[config.mk]
export PLATFORM = sky130hd
export DESIGN_NAME = tss_slot_table
export DESIGN_NICKNAME = d
export VERILOG_FILES = /design/src/rtl/tss_pkg.sv /design/src/rtl/tss_ram.sv /design/src/rtl/tss_slot_table.sv
export SDC_FILE = /design/constraint.sdc
export NUM_CORES = 1
export LEC_CHECK = 0
export ABC_AREA = 1
export BUFFER_PORTS_ARGS = -buffer_cell sky130_fd_sc_hd__buf_4
export CAP_MARGIN = 40
export CELL_PAD_IN_SITES_DETAIL_PLACEMENT = 0
export CELL_PAD_IN_SITES_GLOBAL_PLACEMENT = 1
export CORE_ASPECT_RATIO = 1.2
export CORE_MARGIN = 3
export CORE_UTILIZATION = 45
export CTS_CLUSTER_DIAMETER = 120
export CTS_CLUSTER_SIZE = 12
export DETAILED_ROUTE_END_ITERATION = 8
export MAX_ROUTING_LAYER = met4
export PLACE_DENSITY = 0.84
export SYNTH_ARGS = -nofsm -noshare
export SYNTH_HDL_FRONTEND = slang
export SYNTH_SLANG_ARGS = --single-unit
[constraint.sdc]
create_clock -name clk -period 2.8 [get_ports clk]
set_clock_uncertainty 0.1 [all_clocks]
set_input_delay 0.42 -clock clk [delete_from_list [all_inputs] [get_ports clk]]
set_output_delay 0.42 -clock clk [all_outputs]
set_load 0.05 [all_outputs]
[src/rtl/tss_pkg.sv]
`default_nettype none

package tss_pkg;

  // Sizing of the scheduler.
  localparam int TASK_SLOTS   = 512;
  localparam int POP_ATTEMPTS = 16;

  // Field widths of the ports.
  localparam int SLOT_W = 9;
  localparam int LIVE_W = 10;

  // The status table packs ROW_SLOTS two-bit slot states into one memory row.
  localparam int STATE_W    = 2;
  localparam int ROW_SLOTS  = 16;
  localparam int ROW_SEL_W  = $clog2(ROW_SLOTS);
  localparam int ROW_W      = SLOT_W - ROW_SEL_W;
  localparam int ROWS       = (TASK_SLOTS + ROW_SLOTS - 1) / ROW_SLOTS;
  localparam int ROW_DATA_W = ROW_SLOTS * STATE_W;

  localparam int ATTEMPT_W = $clog2(POP_ATTEMPTS + 1);
  localparam int COUNT_W   = $clog2(TASK_SLOTS + 1);

  // Slot numbers below this limit exist.
  localparam logic [SLOT_W:0] SLOT_LIMIT = (SLOT_W + 1)'(TASK_SLOTS);

  // Release outcomes; the fourth code is rejected.
  localparam logic [1:0] OUTCOME_YIELD  = 2'd0;
  localparam logic [1:0] OUTCOME_FINISH = 2'd1;
  localparam logic [1:0] OUTCOME_BLOCK  = 2'd2;

  typedef enum logic [1:0] {
    CMD_SUBMIT,
    CMD_ACQUIRE,
    CMD_RELEASE,
    CMD_WAKE
  } command_t;

  typedef enum logic [1:0] {
    SLOT_FREE,
    SLOT_RUNNABLE,
    SLOT_RUNNING,
    SLOT_BLOCKED
  } slot_state_t;

  typedef enum logic [1:0] {
    STATUS_OK,
    STATUS_NONE,
    STATUS_FULL,
    STATUS_WRONG
  } status_t;

  typedef enum logic [2:0] {
    ST_IDLE,
    ST_SUB_RD,
    ST_ACQ_POP,
    ST_ACQ_ENT,
    ST_ACQ_CHK,
    ST_CHG_CHK,
    ST_RESP
  } fsm_state_t;

  // Access to the status table: one row read and one row write per cycle.
  typedef struct packed {
    logic                  rd_en;
    logic [ROW_W-1:0]      rd_row;
    logic                  wr_en;
    logic [ROW_W-1:0]      wr_row;
    logic [ROW_DATA_W-1:0] wr_data;
  } table_req_t;

  // Access to the ready ring.
  typedef struct packed {
    logic              push;
    logic [SLOT_W-1:0] push_slot;
    logic              pop;
  } ring_req_t;

  function automatic slot_state_t row_get(input logic [ROW_DATA_W-1:0] data,
                                          input logic [ROW_SEL_W-1:0]  sel);
    return slot_state_t'(data[sel*STATE_W +: STATE_W]);
  endfunction

  function automatic logic [ROW_DATA_W-1:0] row_set(input logic [ROW_DATA_W-1:0] data,
                                                    input logic [ROW_SEL_W-1:0]  sel,
                                                    input slot_state_t           st);
    logic [ROW_DATA_W-1:0] r;
    r = data;
    r[sel*STATE_W +: STATE_W] = st;
    return r;
  endfunction

endpackage

`default_nettype wire

[src/rtl/tss_ram.sv]
`default_nettype none

module tss_ram #(
  parameter int WIDTH = 8,
  parameter int DEPTH = 16
) (
  input  logic                     clk,
  input  logic                     we,
  input  logic [$clog2(DEPTH)-1:0] waddr,
  input  logic [WIDTH-1:0]         wdata,
  input  logic                     re,
  input  logic [$clog2(DEPTH)-1:0] raddr,
  output logic [WIDTH-1:0]         rdata
);

  logic [WIDTH-1:0] mem [DEPTH];

  always_ff @(posedge clk) begin
    if (we) begin
      mem[waddr] <= wdata;
    end
    if (re) begin
      rdata <= mem[raddr];
    end
  end

endmodule

`default_nettype wire

[src/rtl/tss_slot_table.sv]
`default_nettype none

module tss_slot_table import tss_pkg::*; (
  input  logic                  clk,
  input  logic                  rst,
  input  table_req_t            req,
  output logic [ROW_DATA_W-1:0] rd_data,
  output logic                  free_any,
  output logic [ROW_W-1:0]      free_row
);

  // A row that was never written reads as all free.
  logic [ROWS-1:0]       row_valid;
  logic [ROWS-1:0]       row_has_free;
  logic                  rd_row_valid;
  logic                  wr_has_free;
  logic [ROW_DATA_W-1:0] ram_q;

  tss_ram #(
    .WIDTH(ROW_DATA_W),
    .DEPTH(ROWS)
  ) u_ram (
    .clk  (clk),
    .we   (req.wr_en),
    .waddr(req.wr_row),
    .wdata(req.wr_data),
    .re   (req.rd_en),
    .raddr(req.rd_row),
    .rdata(ram_q)
  );

  assign rd_data = rd_row_valid ? ram_q : '0;

  always_comb begin
    wr_has_free = 1'b0;
    for (int i = 0; i < ROW_SLOTS; i++) begin
      if (row_get(req.wr_data, ROW_SEL_W'(i)) == SLOT_FREE &&
          {1'b0, req.wr_row, ROW_SEL_W'(i)} < SLOT_LIMIT) begin
        wr_has_free = 1'b1;
      end
    end
  end

  always_comb begin
    free_row = '0;
    for (int r = ROWS - 1; r >= 0; r--) begin
      if (row_has_free[r]) begin
        free_row = ROW_W'(r);
      end
    end
  end

  assign free_any = |row_has_free;

  always_ff @(posedge clk) begin
    if (rst) begin
      row_valid    <= '0;
      row_has_free <= '1;
      rd_row_valid <= 1'b0;
    end else begin
      if (req.wr_en) begin
        row_valid[req.wr_row]    <= 1'b1;
        row_has_free[req.wr_row] <= wr_has_free;
      end
      if (req.rd_en) begin
        rd_row_valid <= row_valid[req.rd_row];
      end
    end
  end

endmodule

`default_nettype wire

==> impl_metrics.ini, run 1 <==
[critical_path]
crit_top_cell = nand2_1
start_kind = flip-flop
worst-path-max-fanout = 2
cp_slowest_cell = dfxtp_2
startpoint = row_has_free[30]$_SDFFE_PP1P_
r2r_cells = 6
r2r_start = u_ram.mem[26][31]$_DFFE_PP_
critical_path_class = reg -> out
reg2reg_slack_ps = 1200
crit_path_end_kind = primary output
cpPeakStageDelay_ps = 320
required_ps = 2280
arrival_ps = 2720
worstReg2RegEnd = u_ram.rdata[31]$_DFFE_PP_

[routing]
vias_per_cell = 6.16
drt_iter0_drc = 4079
drc = 0
vias = 28900
drt-total-wl_um = 123000
drtAntennaViolNets = 0
wl_per_cell_um = 26.3
dr.pass1.iters = 6

[job]
maxCapViolations = 0

[grt]
grt_max_degree = 93
grt_use_total_pct = 24.7
grt_first_pass_wirelength_um = 180000
overflow = 0
antenna_found_initial = 4
grt_pass1_vias = 27600

[floorplanning]
io_pins = 84
start_util_pct = 45.6
fp.coreArea_sq_um = 95700
die_h_um = 347
dieArea_sq_um = 101000
fp-row-count = 124
die_x_um = 290

[placed_design]
place_congestion = 0.777
place_ws_ps = -90.4
dp_hpwl_um = 62600
io_buffer_count = 83

[sta]
fin_ws_ps = -442
finalCritPeriodShare_pct = 116
hold_slack_ps = 74.5
rsz0062_at_grt = yes
setup_viol = 2
min_period_ps = 3240
relSlewSlack_pct = 48.8
hold_violations = 0
slew_violations = 0
fmax_ghz = 0.308
tightest_slew_ps = 769

[layout]
drive_gt1_share_pct = 11.2
nFillCells = 7720
final_util_pct = 52.1
finalNetCount = 3449
syn_to_final_growth_pct = 14.3

[yosys]
synthesis.area_sq_um = 43600
synthArstFlopShare_pct = 0
synth_area_leaders = edfxtp_1 73%, o21ai_0 6.6%, nor2_1 6.2%
synthTopCellsByCount = 1056 x edfxtp_1, 717 x nor2_1, 577 x o21ai_0, 194 x o221ai_1, 192 x clkbuf_1
yosys_warnings = 0
synth.most_common_cell = edfxtp_1
ys.flop_type = edfxtp_1
netlist_instances = 3310
synth_fp_nets = 3356
ys_types = 27
synth_seq_area_share_pct = 75.7
yosysTopAreaCellShare_pct = 72.7
synth_top_cell_by_area = edfxtp_1
synth-edff-count = 1056
synth_seq_cells = 1121
avgSynthCellArea_sq_um = 13.2

[pwr]
peakVddDrop_mv = 0.511
power.density_nw_per_um2 = 665
total_leakage_power_nw = 16.1

[cts]
cts_root_buf = clkbuf_16
cts-buffers-inserted = 103
cts_htree_levels = 3
path_clk_slew_ps = 60
cts_tree = built
insertion_delay_ps = 670
cts.sinks = 1121
clk_path_buf_depth = 3

[min_path]
hp-start = req[19]
hp-class = in -> reg
worstHoldEndpoint = u_ram.mem[25][19]$_DFFE_PP_
min_path_cells = 1

[status]
run_status = finished with violations
violations = setup timing
==> kinds of logic after synthesis <==
logic type             count (synthesis)  share of synthesized area (%)
AND/OR/NAND/NOR                      884                           7.90
buffers and inverters                330                           2.95
flip-flops                          1121                           75.7
AO/OA/AOI/OAI                        975                           13.5
==> cells in the final DEF (no fill, tap or decap), types with 2 or more instances in the layout <==
cell and n:
a21oi_1 34, a21oi_2 2, a31oi_1 33, a32oi_1 26, buf_12 64, buf_4 150, buf_6 4, clkbuf_1 19
clkbuf_16 105, dfxtp_1 61, dfxtp_2 4, diode_2 4, dlygate4sd3_1 8, edfxtp_1 1056, inv_1 83, inv_2 3
inv_4 2, inv_6 4, nand2_1 75, nand3_1 72, nor2_1 685, nor2_4 32, nor3_1 13, nor3_2 4
nor4_1 2, o21ai_0 576, o21ai_1 30, o221ai_1 193, o221ai_2 2, o22ai_1 75
==> sequential cells by signal, summed over array words and instances (netlist names) <==
name,flops
u_ram.rdata,32
row_valid,32
u_ram.mem,1024
row_has_free,32
rd_row_valid,1
==> worst max-delay path by stage <==
stage	slack (ps)	to	cells past startpoint
floorplan	-70	u_ram.mem[11][0]$_DFFE_PP_	4
global placement	-50	row_has_free[1]$_SDFFE_PP1P_	14
global route	-840	free_row[0]	31
detailed placement	-90	row_has_free[1]$_SDFFE_PP1P_	14
CTS	-510	free_row[0]	32
finish	-440	free_row[0]	32
==> power by group <==
part           internal, W  switching [W]  total, W
logic             0.000619        0.00155   0.00217
clock network      0.00668        0.00565    0.0123
registers           0.0186      0.0000676    0.0186
==> timing repair <==
action                                 in CTS  in global routing
pin swaps                                   3                  0
gates resized for setup                     8                  4
endpoints found under the hold margin      30                  0
setup endpoints to repair                   4                 37
hold buffers                                8                  0
setup buffers                               1                  0
==> stage by stage <==
stage	cells	power (W)	area, sq um	setup TNS (ps)
detailed placement	4549	0.0211	47000	-2330
global route	4690	0.0340	49800	-1560
floorplan	3310	0.0201	43600	-16710
global placement	4549	0.0211	47000	-934
CTS	4686	0.0332	49800	-1150
finish	4690	0.0331	49800	-765
==> routing by layer <==
| layer | vias up | wire length [um] | GRT usage [%] |
|---|---|---|---|
| met2 | 1658 | 59400 | 38.6 |
| met1 | 14400 | 47100 | 32.8 |
| met4 | 0 | 4280 | 9.46 |
| li1 | 12600 | - | - |
| met5 | - | 0 | - |
| met3 | 249 | 12600 | 3.74 |
==> area by class of cell <==
cell class                      count  area [sq um]  area share [%]
Inverter                           91           359           0.720
Antenna cell                        4          10.0          0.0201
Tap cell                         1260          1580            3.16
Clock inverter                      4          46.3          0.0929
Sequential cell                  1121         33000            66.2
Timing Repair Buffer              227          2550            5.11
Clock buffer                      124          2700            5.41
Multi-Input combinational cell   1859          9590            19.2
==> worst max-delay path: cells and delay by family, from the launching register on <==
| kind | cells | cell delay, ps |
|---|---|---|
| and+or+nand+nor | 29 | 1410 |
| DFF | 1 | 320 |
| AOI/OAI and AO/OA | 1 | 140 |
| buffers and inverters | 2 | 210 |
Note: power is estimated with default switching activity, not from simulation.
==> inputs of run 2 (changes only) <==
--- a/config.mk
+++ b/config.mk
@@ -12,12 +12,12 @@
 export CELL_PAD_IN_SITES_GLOBAL_PLACEMENT = 1
 export CORE_ASPECT_RATIO = 1.2
 export CORE_MARGIN = 3
-export CORE_UTILIZATION = 45
+export CORE_UTILIZATION = 30
 export CTS_CLUSTER_DIAMETER = 120
 export CTS_CLUSTER_SIZE = 12
 export DETAILED_ROUTE_END_ITERATION = 8
 export MAX_ROUTING_LAYER = met4
-export PLACE_DENSITY = 0.84
+export PLACE_DENSITY = 0.63
 export SYNTH_ARGS = -nofsm -noshare
 export SYNTH_HDL_FRONTEND = slang
 export SYNTH_SLANG_ARGS = --single-unit
==> run 2 against run 1 <==
Against the previous run:
- design area grew 3.0%
- utilization decreased by 16 points
- sequential share of layout area down 1.9 points
- combinational power grew 6%
- critical path depth is the same
- the flow still finishes with violations (setup timing)
==> impl_metrics.ini, run 2 (synthesis results as in run 1) <==
[status]
run_status = finished with violations
violations = setup timing

[layout]
syn_to_final_growth_pct = 17.7
nFillCells = 13900
finalNetCount = 3525
largest_reg_flops = 1024
mostFrequentLayoutCells = 1056 x edfxtp_1, 685 x nor2_1, 576 x o21ai_0, 220 x buf_4, 194 x o221ai_1
layout_commonest_cell = edfxtp_1
multi_input_area_sq_um = 9560
drive_gt1_share_pct = 12.9
seq_area_sq_um = 33000
regMostFlops = u_ram.mem
design_area_sq_um = 51300

[floorplanning]
fp.coreArea_sq_um = 144000
die_h_um = 424
fp-row-count = 152
die_x_um = 354
dieArea_sq_um = 150000
start_util_pct = 30.3
io_pins = 84

[sta]
relSlewSlack_pct = 44.3
fin_ws_ps = -522
min_period_ps = 3320
tightest_slew_ps = 834
finalCritPeriodShare_pct = 119
hold_violations = 0
rsz0062_at_grt = yes
slew_violations = 0
fmax_ghz = 0.301
setup_viol = 3

[routing]
drt-total-wl_um = 139000
drc = 0
drt_iter0_drc = 3181
vias = 28700
dr.pass1.iters = 6
vias_per_cell = 5.29
wl_per_cell_um = 25.5
drtAntennaViolNets = 0

[cts]
cts_htree_levels = 3
cts_root_buf = clkbuf_16
insertion_delay_ps = 700
cts-buffers-inserted = 103
postCtsSetupRepairBufs = 0
cts_tree = built
clk_path_buf_depth = 3
path_clk_slew_ps = 60
cts.sinks = 1121

[critical_path]
r2r_cells = 7
cp_slowest_cell = dfxtp_2
crit_path_end_kind = primary output
critical_path_class = reg -> out
arrival_ps = 2800
cpPeakStageDelay_ps = 320
worst-path-max-fanout = 2
start_kind = flip-flop
required_ps = 2280
crit_top_cell = nand2_1

[pwr]
total_leakage_power_nw = 16.5
peakVddDrop_mv = 0.517
power.density_nw_per_um2 = 652

[min_path]
min_path_cells = 1
hp-class = in -> reg

[placed_design]
postPlaceCellArea_sq_um = 48500
io_buffer_count = 83
place_ws_ps = 125
place_congestion = 0.768
dp_hpwl_um = 78400

[grt]
overflow = 0
use_met2_pct = 29.8
grt_first_pass_wirelength_um = 199000
gr-usage-met1_pct = 24.9
use_met3_pct = 2.21
grt.busiest_layer = met2
antenna_found_initial = 4
grt_max_degree = 78
grt_pass1_vias = 27600
grt_use_total_pct = 18.6

[job]
maxCapViolations = 0
run 2: path summary, 6_finish.rpt:
check                                                      to                     startpoint  slack [ps]
worst min-delay path              u_ram.mem[23][21]$_DFFE_PP_                        req[21]          50
worst min register to register  row_has_free[30]$_SDFFE_PP1P_  row_has_free[30]$_SDFFE_PP1P_         360
worst max-delay path                              free_row[0]  row_has_free[30]$_SDFFE_PP1P_        -520
worst max register to register      u_ram.rdata[15]$_DFFE_PP_    u_ram.mem[21][15]$_DFFE_PP_        1180
run 2: layout make-up:
class                      instances  area share [%]
inverter                          91           0.709
clock inverter                     4          0.0975
sequential                      1121            64.3
timing repair buffer             303            6.24
antenna                            5          0.0244
clock buffer                     126            5.27
tap                             1925            4.69
multi-input combinational       1859            18.6
run 2: timing repair:
item                                    CTS  global route
hold buffers                              8             0
hold endpoints to repair                 22             0
cloned                                    0             0
endpoints found under the setup margin   10             5
gates resized for setup                   6             0
run 2: per-layer routing:
metal | routed length [um] | share of wire, % | vias to the layer above
met5 | 0 | 0 | -
met4 | 3690 | 2.7 | 0
met3 | 8460 | 6.1 | 217
met2 | 66600 | 48 | 1109
met1 | 60000 | 43 | 14700
li1 | - | - | 12700
run 2: stage by stage:
step / hold WS [ps] / util, % / total power (W) / TNS, ps / std cells
3_5_place_dp: 352 / 33.7 / 0.0213 / 0 / 5291
5_1_grt: 36.9 / 35.7 / 0.0346 / -2110 / 5433
3_3_place_gp: 344 / 33.7 / 0.0213 / 0 / 5291
4_1_cts: 1.50 / 35.7 / 0.0338 / -1330 / 5429
6_report: 46.6 / 35.7 / 0.0335 / -814 / 5434
2_1_floorplan: 335 / - / 0.0201 / -16710 / 3310
run 2: worst max-delay path: cells and delay by family (launching register included):
| kind | cells | cell delay, ps |
|---|---|---|
| simple gates | 29 | 1420 |
| buf+inv | 2 | 210 |
| compound gates | 1 | 140 |
| flops | 1 | 320 |
run 2: power by group:
| part | total, W | internal, W | switching, W |
|---|---|---|---|
| Combinational | 0.00230 | 0.000687 | 0.00161 |
| Sequential | 0.0186 | 0.0186 | 0.0000773 |
| Clock | 0.0125 | 0.00669 | 0.00585 |
| Total | 0.0335 | 0.0259 | 0.00754 |
